==> src/rtl/core/esc_pkg.sv <==
package esc_pkg;

    // Calendar constants
    localparam logic [11:0] EPOCH_YEAR      = 12'd1970;
    localparam logic [11:0] NONLEAP_CENTURY = 12'd2100;   // only century year in range that skips
    localparam logic [16:0] SECS_PER_DAY    = 17'd86400;
    localparam logic [16:0] SECS_PER_HOUR   = 17'd3600;
    localparam logic [16:0] SECS_PER_MIN    = 17'd60;
    localparam logic [16:0] DAYS_PER_WEEK   = 17'd7;
    localparam logic [15:0] EPOCH_WEEKDAY   = 16'd4;      // 1970-01-01 was a Thursday
    localparam logic [8:0]  DAYS_PER_YEAR   = 9'd365;
    localparam logic [8:0]  DAYS_PER_LEAP   = 9'd366;
    localparam logic signed [16:0] OFFSET_RESET = 17'sd28800;

    // Reciprocals, exact over each dividend's range
    //   day : (x >> 7) / 675, 25-bit operand, >> 35
    //   week: x / 7,          16-bit operand, >> 19
    //   hour: (x >> 4) / 225, 13-bit operand, >> 21
    //   min : (x >> 2) / 15,  10-bit operand, >> 14
    localparam logic [50:0] RECIP_DAY  = 51'd50903317;
    localparam logic [50:0] RECIP_WEEK = 51'd74899;
    localparam logic [50:0] RECIP_HOUR = 51'd9321;
    localparam logic [50:0] RECIP_MIN  = 51'd1093;

    typedef struct packed {
        logic [31:0] counter_seconds;
    } in_item_t;

    typedef struct packed {
        logic [11:0] year;
        logic [3:0]  month;
        logic [4:0]  day_of_month;
        logic [4:0]  hour;
        logic [5:0]  minute;
        logic [5:0]  second;
        logic [2:0]  weekday;
    } out_item_t;

    typedef struct packed {
        logic signed [16:0] zone_offset_seconds;
    } cfg_item_t;

    // Microcode
    typedef enum logic [2:0] {
        OP_DIV,
        OP_SAVE_DAYS,
        OP_SAVE_WDAY,
        OP_SAVE_HOUR,
        OP_SAVE_MIN,
        OP_YEAR,
        OP_MONTH,
        OP_EMIT
    } op_t;

    typedef enum logic [1:0] {
        DIV_DAY,
        DIV_WEEK,
        DIV_HOUR,
        DIV_MIN
    } div_sel_t;

    typedef enum logic [1:0] {
        JMP_NONE,       // fall through
        JMP_SUB_MORE,   // a year or month was taken off
        JMP_OUT_BUSY    // output register still occupied
    } jmp_t;

    typedef logic [3:0] upc_t;

    typedef struct packed {
        op_t      op;
        div_sel_t div_sel;
        jmp_t     jmp;
        upc_t     target;
    } ctrl_word_t;

    function automatic ctrl_word_t microcode(input upc_t pc);
        ctrl_word_t w;
        w = '{op: OP_EMIT, div_sel: DIV_DAY, jmp: JMP_NONE, target: 4'd0};
        unique case (pc)
            4'd0:  w = '{OP_DIV,       DIV_DAY,  JMP_NONE,     4'd0};
            4'd1:  w = '{OP_SAVE_DAYS, DIV_DAY,  JMP_NONE,     4'd0};
            4'd2:  w = '{OP_DIV,       DIV_WEEK, JMP_NONE,     4'd0};
            4'd3:  w = '{OP_SAVE_WDAY, DIV_WEEK, JMP_NONE,     4'd0};
            4'd4:  w = '{OP_DIV,       DIV_HOUR, JMP_NONE,     4'd0};
            4'd5:  w = '{OP_SAVE_HOUR, DIV_HOUR, JMP_NONE,     4'd0};
            4'd6:  w = '{OP_DIV,       DIV_MIN,  JMP_NONE,     4'd0};
            4'd7:  w = '{OP_SAVE_MIN,  DIV_MIN,  JMP_NONE,     4'd0};
            4'd8:  w = '{OP_YEAR,      DIV_DAY,  JMP_SUB_MORE, 4'd8};
            4'd9:  w = '{OP_MONTH,     DIV_DAY,  JMP_SUB_MORE, 4'd9};
            4'd10: w = '{OP_EMIT,      DIV_DAY,  JMP_OUT_BUSY, 4'd10};
            default: w = '{OP_EMIT,    DIV_DAY,  JMP_NONE,     4'd0};
        endcase
        return w;
    endfunction

    function automatic logic [16:0] div_value(input div_sel_t sel);
        logic [16:0] v;
        unique case (sel)
            DIV_DAY:  v = SECS_PER_DAY;
            DIV_WEEK: v = DAYS_PER_WEEK;
            DIV_HOUR: v = SECS_PER_HOUR;
            DIV_MIN:  v = SECS_PER_MIN;
            default:  v = SECS_PER_DAY;
        endcase
        return v;
    endfunction

    // Quotient of x by the selected constant
    function automatic logic [15:0] recip_quotient(input div_sel_t sel, input logic [31:0] x);
        logic [50:0] p;
        logic [15:0] q;
        unique case (sel)
            DIV_DAY:
            begin
                p = {26'd0, x[31:7]} * RECIP_DAY;
                q = p[50:35];
            end
            DIV_WEEK:
            begin
                p = {35'd0, x[15:0]} * RECIP_WEEK;
                q = p[34:19];
            end
            DIV_HOUR:
            begin
                p = {38'd0, x[16:4]} * RECIP_HOUR;
                q = p[36:21];
            end
            DIV_MIN:
            begin
                p = {41'd0, x[11:2]} * RECIP_MIN;
                q = p[29:14];
            end
            default:
            begin
                p = '0;
                q = '0;
            end
        endcase
        return q;
    endfunction

    function automatic logic [4:0] month_days(input logic [3:0] m, input logic leap);
        logic [4:0] d;
        unique case (m)
            4'd1, 4'd3, 4'd5, 4'd7, 4'd8, 4'd10, 4'd12: d = 5'd31;
            4'd4, 4'd6, 4'd9, 4'd11:                    d = 5'd30;
            4'd2:                                        d = leap ? 5'd29 : 5'd28;
            default:                                     d = 5'd31;
        endcase
        return d;
    endfunction

endpackage

==> src/rtl/core/esc_stream_if.sv <==
interface esc_stream_if #(
    parameter type payload_t = logic
);
    logic     valid;
    logic     ready;
    payload_t payload;

    modport source (output valid, output payload, input ready);
    modport sink   (input valid, input payload, output ready);
endinterface

==> src/rtl/core/epoch_seconds_to_calendar.sv <==
// Converts an RTC seconds count (since 1970-01-01 00:00:00) into local
// calendar date, time of day and weekday.
//
// Channels (valid/ready, item moves when both are high):
//   sample : one 32-bit counter_seconds per item.
//   result : year, month, day_of_month, hour, minute, second, weekday.
//   cfg    : write of zone_offset_seconds (signed 17 bits), always ready.
//            Write only while no conversion is in flight.
// Conversion time grows with each year past 1970 and each month past
// January and is longest for December 2105. The year loop of the
// microcode sequencer dominates; each division by a fixed constant takes two
// steps, a reciprocal multiply for the quotient and a multiply-subtract for
// the remainder. One item is converted at a time; the next item is taken the
// cycle after the previous result lands in the output register.
// Reset: sequencer idle, output empty, offset back to +8 hours (28800 s).
// Stall: a result waits in the output register; the sequencer holds at its
// last step until that register frees up.
module epoch_seconds_to_calendar (
    input  logic         clk,
    input  logic         rst_n,
    esc_stream_if.sink   sample,
    esc_stream_if.source result,
    esc_stream_if.sink   cfg
);
    import esc_pkg::*;

    // Control state
    logic       busy_reg,      busy_next;
    upc_t       pc_reg,        pc_next;
    logic       out_valid_reg, out_valid_next;
    logic signed [16:0] offset_reg, offset_next;

    // Datapath
    logic [31:0] rem_reg,  rem_next;    // dividend / remainder
    logic [15:0] quo_reg,  quo_next;
    logic [15:0] days_reg, days_next;
    logic [16:0] hms_reg,  hms_next;
    logic [11:0] year_reg, year_next;
    logic [3:0]  month_reg, month_next;
    out_item_t   work_reg, work_next;   // hour/minute/second/weekday collect here
    out_item_t   out_reg,  out_next;

    ctrl_word_t  cw;
    logic        take_in;
    logic        out_free;
    logic [15:0] div_quo;
    logic [31:0] div_rem;
    logic        leap;
    logic [8:0]  year_len;
    logic        year_ge;
    logic [4:0]  mon_len;
    logic        mon_ge;
    logic        jump;
    logic [31:0] t_sum;

    assign cw       = microcode(pc_reg);
    assign take_in  = sample.valid && sample.ready;
    assign out_free = !out_valid_reg || result.ready;

    assign sample.ready   = !busy_reg;
    assign cfg.ready      = 1'b1;
    assign result.valid   = out_valid_reg;
    assign result.payload = out_reg;

    // Local seconds, wraps mod 2^32
    assign t_sum = sample.payload.counter_seconds
                 + {{15{offset_reg[16]}}, offset_reg};

    // Constant division: quotient on the divide step, remainder on the save step
    assign div_quo = recip_quotient(cw.div_sel, rem_reg);
    assign div_rem = rem_reg - {16'd0, quo_reg} * {15'd0, div_value(cw.div_sel)};

    // Leap test holds for 1970..2106: 2000 is leap, 2100 is not
    assign leap     = (year_reg[1:0] == 2'd0) && (year_reg != NONLEAP_CENTURY);
    assign year_len = leap ? DAYS_PER_LEAP : DAYS_PER_YEAR;
    assign year_ge  = days_reg >= {7'd0, year_len};
    assign mon_len  = month_days(month_reg, leap);
    assign mon_ge   = (month_reg != 4'd12) && (days_reg >= {11'd0, mon_len});

    always_comb
    begin
        unique case (cw.jmp)
            JMP_NONE:     jump = 1'b0;
            JMP_SUB_MORE: jump = (cw.op == OP_YEAR) ? year_ge : mon_ge;
            JMP_OUT_BUSY: jump = !out_free;
            default:      jump = 1'b0;
        endcase
    end

    always_comb
    begin
        busy_next      = busy_reg;
        pc_next        = pc_reg;
        out_valid_next = out_valid_reg && !result.ready;
        offset_next    = offset_reg;
        rem_next       = rem_reg;
        quo_next       = quo_reg;
        days_next      = days_reg;
        hms_next       = hms_reg;
        year_next      = year_reg;
        month_next     = month_reg;
        work_next      = work_reg;
        out_next       = out_reg;

        if (cfg.valid)
        begin
            offset_next = cfg.payload.zone_offset_seconds;
        end

        if (take_in)
        begin
            busy_next = 1'b1;
            pc_next   = '0;
            rem_next  = t_sum;
            quo_next  = '0;
        end
        else if (busy_reg)
        begin
            pc_next = jump ? cw.target : pc_reg + 4'd1;
            unique case (cw.op)
                OP_DIV:
                begin
                    quo_next = div_quo;
                end
                OP_SAVE_DAYS:
                begin
                    days_next = quo_reg;
                    hms_next  = div_rem[16:0];
                    rem_next  = {16'd0, quo_reg + EPOCH_WEEKDAY};
                end
                OP_SAVE_WDAY:
                begin
                    work_next.weekday = div_rem[2:0];
                    rem_next          = {15'd0, hms_reg};
                end
                OP_SAVE_HOUR:
                begin
                    work_next.hour = quo_reg[4:0];
                    rem_next       = div_rem;
                end
                OP_SAVE_MIN:
                begin
                    work_next.minute = quo_reg[5:0];
                    work_next.second = div_rem[5:0];
                    year_next        = EPOCH_YEAR;
                    month_next       = 4'd1;
                end
                OP_YEAR:
                begin
                    if (year_ge)
                    begin
                        days_next = days_reg - {7'd0, year_len};
                        year_next = year_reg + 12'd1;
                    end
                end
                OP_MONTH:
                begin
                    if (mon_ge)
                    begin
                        days_next  = days_reg - {11'd0, mon_len};
                        month_next = month_reg + 4'd1;
                    end
                end
                OP_EMIT:
                begin
                    if (out_free)
                    begin
                        out_valid_next        = 1'b1;
                        out_next              = work_reg;
                        out_next.year         = year_reg;
                        out_next.month        = month_reg;
                        out_next.day_of_month = days_reg[4:0] + 5'd1;
                        busy_next             = 1'b0;
                        pc_next               = '0;
                    end
                end
                default:
                begin
                    busy_next = 1'b0;
                    pc_next   = '0;
                end
            endcase
        end
    end

    always_ff @(posedge clk or negedge rst_n)
    begin
        if (!rst_n)
        begin
            busy_reg      <= 1'b0;
            pc_reg        <= '0;
            out_valid_reg <= 1'b0;
            offset_reg    <= OFFSET_RESET;
        end
        else
        begin
            busy_reg      <= busy_next;
            pc_reg        <= pc_next;
            out_valid_reg <= out_valid_next;
            offset_reg    <= offset_next;
        end
    end

    always_ff @(posedge clk)
    begin
        rem_reg   <= rem_next;
        quo_reg   <= quo_next;
        days_reg  <= days_next;
        hms_reg   <= hms_next;
        year_reg  <= year_next;
        month_reg <= month_next;
        work_reg  <= work_next;
        out_reg   <= out_next;
    end

endmodule

==> src/flat_wrapper.sv <==
// flat-port wrapper written by rule: the top's interface ports become plain ports
module epoch_seconds_to_calendar_flat import esc_pkg::*;
  (clk, rst_n, sample_valid, sample_payload, sample_ready, result_valid, result_payload, result_ready, cfg_valid, cfg_payload, cfg_ready);
  esc_stream_if #(.payload_t(in_item_t)) sample_i ();
  esc_stream_if #(.payload_t(out_item_t)) result_i ();
  esc_stream_if #(.payload_t(cfg_item_t)) cfg_i ();
  input  logic clk;
  input  logic rst_n;
  input wire logic [$bits(sample_i.valid)-1:0] sample_valid;
  input wire logic [$bits(sample_i.payload)-1:0] sample_payload;
  output wire logic [$bits(sample_i.ready)-1:0] sample_ready;
  output wire logic [$bits(result_i.valid)-1:0] result_valid;
  output wire logic [$bits(result_i.payload)-1:0] result_payload;
  input wire logic [$bits(result_i.ready)-1:0] result_ready;
  input wire logic [$bits(cfg_i.valid)-1:0] cfg_valid;
  input wire logic [$bits(cfg_i.payload)-1:0] cfg_payload;
  output wire logic [$bits(cfg_i.ready)-1:0] cfg_ready;
  assign sample_i.valid = sample_valid;
  assign sample_i.payload = sample_payload;
  assign sample_ready = sample_i.ready;
  assign result_valid = result_i.valid;
  assign result_payload = result_i.payload;
  assign result_i.ready = result_ready;
  assign cfg_i.valid = cfg_valid;
  assign cfg_i.payload = cfg_payload;
  assign cfg_ready = cfg_i.ready;
  epoch_seconds_to_calendar u_core (.clk(clk), .rst_n(rst_n), .sample(sample_i), .result(result_i), .cfg(cfg_i));
endmodule
==> config.mk <==
export PLATFORM = sky130hd
export DESIGN_NAME = epoch_seconds_to_calendar_flat
export DESIGN_NICKNAME = d
export VERILOG_FILES = /design/src/rtl/core/esc_pkg.sv /design/src/rtl/core/esc_stream_if.sv /design/src/rtl/core/epoch_seconds_to_calendar.sv /design/src/flat_wrapper.sv
export SDC_FILE = /design/constraint.sdc
export NUM_CORES = 2
export LEC_CHECK = 0
export BUFFER_PORTS_ARGS = -buffer_cell sky130_fd_sc_hd__buf_2
export CAP_MARGIN = 30
export CORE_MARGIN = 1.5
export CORE_UTILIZATION = 50
export CTS_CLUSTER_SIZE = 10
export DETAILED_ROUTE_END_ITERATION = 16
export HOLD_SLACK_MARGIN = 0.06
export PLACE_DENSITY = 0.69
export SLEW_MARGIN = 20
export SYNTH_ARGS = -nofsm -noshare
export SYNTH_HDL_FRONTEND = slang
export SYNTH_SLANG_ARGS = --single-unit
==> constraint.sdc <==
create_clock -name clk -period 7.1 [get_ports clk]
set_input_delay 1.42 -clock clk [delete_from_list [all_inputs] [get_ports clk]]
set_output_delay 1.42 -clock clk [all_outputs]
set_load 0.05 [all_outputs]
==> impl_metrics.ini <==
[logic_synthesis]
yosys_warnings = 0
synth.cell_area_mm2 = 0.0336
yosysUniqueCellTypes = 88
avgSynthCellArea_um2 = 9.84
async_sr_flop_fraction = 0.127
ys_seq_area_frac = 0.154
synth_top_area_cell = fa_1
synthesis.instances = 3413
synthFlopType = edfxtp_1
post_synth_xor_area_fraction = 0.0337
synth_edf_count = 142
synth.top_cells.by_area = fa_1 27%, ha_1 26%, edfxtp_1 13%
total_of_flip_flops_plus_latches_after_synthesis = 181
synthesis.nets = 4615
synth_adder_area_share = 0.530
synth_mux_area_frac = 0.00566
synth_simple_gate_area_share = 0.0762
synth_compound_gate_area_share = 0.0994
synth_top_family_by_area = adder cells
synth.top_cell.area_share = 0.274

[critical_path]
cp.arrival_ps = 7060
path_buf_inv = 6
r2r_slack_ps = 260
path_delay_family = adder cells
crit_slowest_cell = fa_1
timing.critical_path.from_type = flip-flop
worst_path_most_repeated_cell = fa_1
critical_path_class = reg2reg
type_of_element_capturing_the_critical_path = flip-flop
critPathMaxFanout = 17
cpPeakStageDelay_ps = 560
crit_required_ps = 7320

[placement]
placed_cells = 4407
routabilityCongestion = 1.00
dp_hpwl_mm = 72.8
pre_cts_slack_ps = 118
placed_area_mm2 = 0.0357
buffer_ports.inserted = 96

[clocking]
clkSlewWorstSetupHoldPaths_ps = 80
tritoncts_clock_tree = yes
clock_tree.buffer_depth = 2
clock_tree.root_cell = clkbuf_16
cts_htree_levels = 4
worst_skew_pair.late_latency_ps = 500
cts-buffers-inserted = 17
numClockSinks = 181

[detailed_routing]
route.vias.total = 24138
antenna_left = 0
drt-wirelength-per-cell_um = 19.2
drt-pass1-iter-count = 5
routed_wirelength_mm = 85.3
drc = 0
first_iter_violations = 1569
via_count_normalized_by_instance_count = 5.43

[die]
floorplan.io_pins = 98
core_area_mm2 = 0.0661
die_h_um = 262
std_cell_rows = 94
starting_density_of_the_core = 0.508
fp.dieArea_mm2 = 0.0688
die_width_um = 262

[final_layout]
drive_above_1_share = 0.0847
num-nets-final = 4766
flip_flop_count_of_the_largest_register_all_copies_and_words_added = 41
post_layout_nonfiller_instances = 4442
area_added_between_synthesis_and_finish_pct = 8.34
nFillCells = 5877
final_core_util = 0.551
finish.instance_area_mm2 = 0.0364

[global_routing]
via_count_of_the_first_global_routing_pass = 25026
grt_pass1_wl_mm = 137
gr-usage-all-layers = 0.256
largest_net_degree_at_the_start_of_global_routing = 48
grt_antenna_before_repair = 1
grt_remaining_overflow = 0

[hold_path]
hp-class = reg2reg

[timing]
fmax_mhz = 146
maxSlewHeadroom = 0.370
timing.final.crit_period_ps = 6840
finalSetupViolations = 0
timing.final.ws_setup_ps = 263
finClkSkew_ps = 19.7
hold_viol_final = 0
worst_pin_slew_ps = 945
fin_crit_sh = 0.963
finalMaxSlewViolations = 0

[flow_run]
maxCapViolations = 0

[outcome]
outcome = complete, no violations
-- through the flow --
stage	TNS (ps)	hold slack (ps)
finish	0	423
global route	-60.3	429
CTS	0	422
detailed placement	0	405
global placement	0	401
floorplan	0	400
-- synth_stat cells, types with 4 or more instances --
library cell and instances:
a211oi_1 22, a21o_1 48, a21oi_1 122, a221o_1 9
a221oi_1 12, a222oi_1 4, a22oi_1 15, a31oi_1 21
a32o_1 4, and2_1 34, and3_1 22, and4_1 5
clkbuf_1 66, dfrtp_1 19, dfstp_2 4, dfxtp_1 16
edfxtp_1 142, fa_1 460, ha_1 688, inv_1 825
mux2_2 16, nand2_1 186, nand2b_1 12, nand3_1 58
nand3b_1 4, nand4_1 22, nor2_1 137, nor2b_1 12
nor3_1 31, nor4_1 5, o211ai_1 13, o21a_1 15
o21ai_0 92, o21ai_1 8, o21bai_1 18, o221ai_1 6
o22ai_1 18, o41ai_1 4, or2_2 9, or3_1 11
xnor2_1 71, xor2_1 55
-- worst reg2reg max path: stages (launching register included) --
cell       delay, ps
dfrtp_2          460
nor2_4           180
buf_12           170
and2_1           180
nand2_1          110
fa_1             560
inv_1             60
fa_1             450
fa_1             560
inv_1             60
fa_1             500
fa_1             510
inv_1             50
fa_1             480
inv_1             50
ha_1             310
nand4_1          130
nor2_1            80
a2111oi_4        320
a21oi_2          120
o41ai_2          290
buf_4            200
o21ai_1          130
a21o_1           210
a21oi_1          160
xor2_1           160
o22ai_1          100
-- routing by layer --
metal / GRT usage / up-vias / part of all wire
li1: - / 11505 / -
met1: 0.343 / 11807 / 0.44
met5: 0 / - / 0.00011
met2: 0.425 / 697 / 0.47
met3: 0.0435 / 127 / 0.061
met4: 0.0751 / 2 / 0.028
-- cells by family (layout without fill, tap and decap cells) --
kind of cell	count (synthesis)	count (layout)
other	1	2
XOR/XNOR	127	127
AO/OA/AOI/OAI	488	488
adder cells (fa/ha/maj)	1148	1148
flip-flops	181	181
AND/OR/NAND/NOR	552	552
buffers and inverters	899	1063
multiplexers	17	17
-- layout make-up --
cell class / instances / area (µm²) / area share
Inverter: 826 / 3100 / 0.0852
Timing Repair Buffer: 205 / 1340 / 0.0369
Clock buffer: 17 / 425 / 0.0117
Antenna cell: 1 / 2.50 / 0.0000688
Tap cell: 864 / 1080 / 0.0297
Clock inverter: 15 / 161 / 0.00443
Multi-Input combinational cell: 2333 / 25100 / 0.690
Sequential cell: 181 / 5170 / 0.142
-- worst paths after layout --
path | startpoint | end | depth (start not counted)
max | u_core.pc_reg[3] | u_core.rem_reg[28] | 26
min | u_core.work_reg[4] | u_core.result.payload[4] | 0
max reg2reg | u_core.pc_reg[3] | u_core.rem_reg[28] | 26
min reg2reg | u_core.work_reg[4] | u_core.result.payload[4] | 0
max in group asynchronous | rst_n | u_core.pc_reg[3] | 1
min in group asynchronous | rst_n | u_core.result.valid | 1
-- cells in the final DEF (no fill, tap or decap), types with 12 or more instances in the layout --
| master | Yosys | routed |
|---|---|---|
| a21oi_1 | 122 | 121 |
| xor2_1 | 55 | 55 |
| o21a_1 | 15 | 15 |
| a22oi_1 | 15 | 15 |
| mux2_2 | 16 | 16 |
| xnor2_1 | 71 | 71 |
| o21ai_0 | 92 | 89 |
| nor3_1 | 31 | 29 |
| o211ai_1 | 13 | 13 |
| and3_1 | 22 | 22 |
| fa_1 | 460 | 460 |
| nand2b_1 | 12 | 12 |
| nand3_1 | 58 | 58 |
| clkbuf_16 | 0 | 18 |
| a21o_1 | 48 | 48 |
| o21bai_1 | 18 | 18 |
| inv_1 | 825 | 824 |
| nor2_1 | 137 | 134 |
| a31oi_1 | 21 | 21 |
| a211oi_1 | 22 | 22 |
| edfxtp_1 | 142 | 142 |
| nand2_1 | 186 | 185 |
| buf_4 | 1 | 104 |
| dfrtp_1 | 19 | 18 |
| dfxtp_1 | 16 | 16 |
| o22ai_1 | 18 | 18 |
| ha_1 | 688 | 688 |
| and2_1 | 34 | 33 |
| nand4_1 | 22 | 22 |
| a221oi_1 | 12 | 12 |
| buf_2 | 3 | 96 |
-- timing repair --
action                                  4_1_cts  5_1_grt
resized for setup                             0       11
hold buffers                                  0        0
buffers inserted                              0        1
endpoints found under the setup margin        0       10
Power is not shown: default switching activity piles up to over one toggle a cycle in this logic, so the estimate is an artifact.
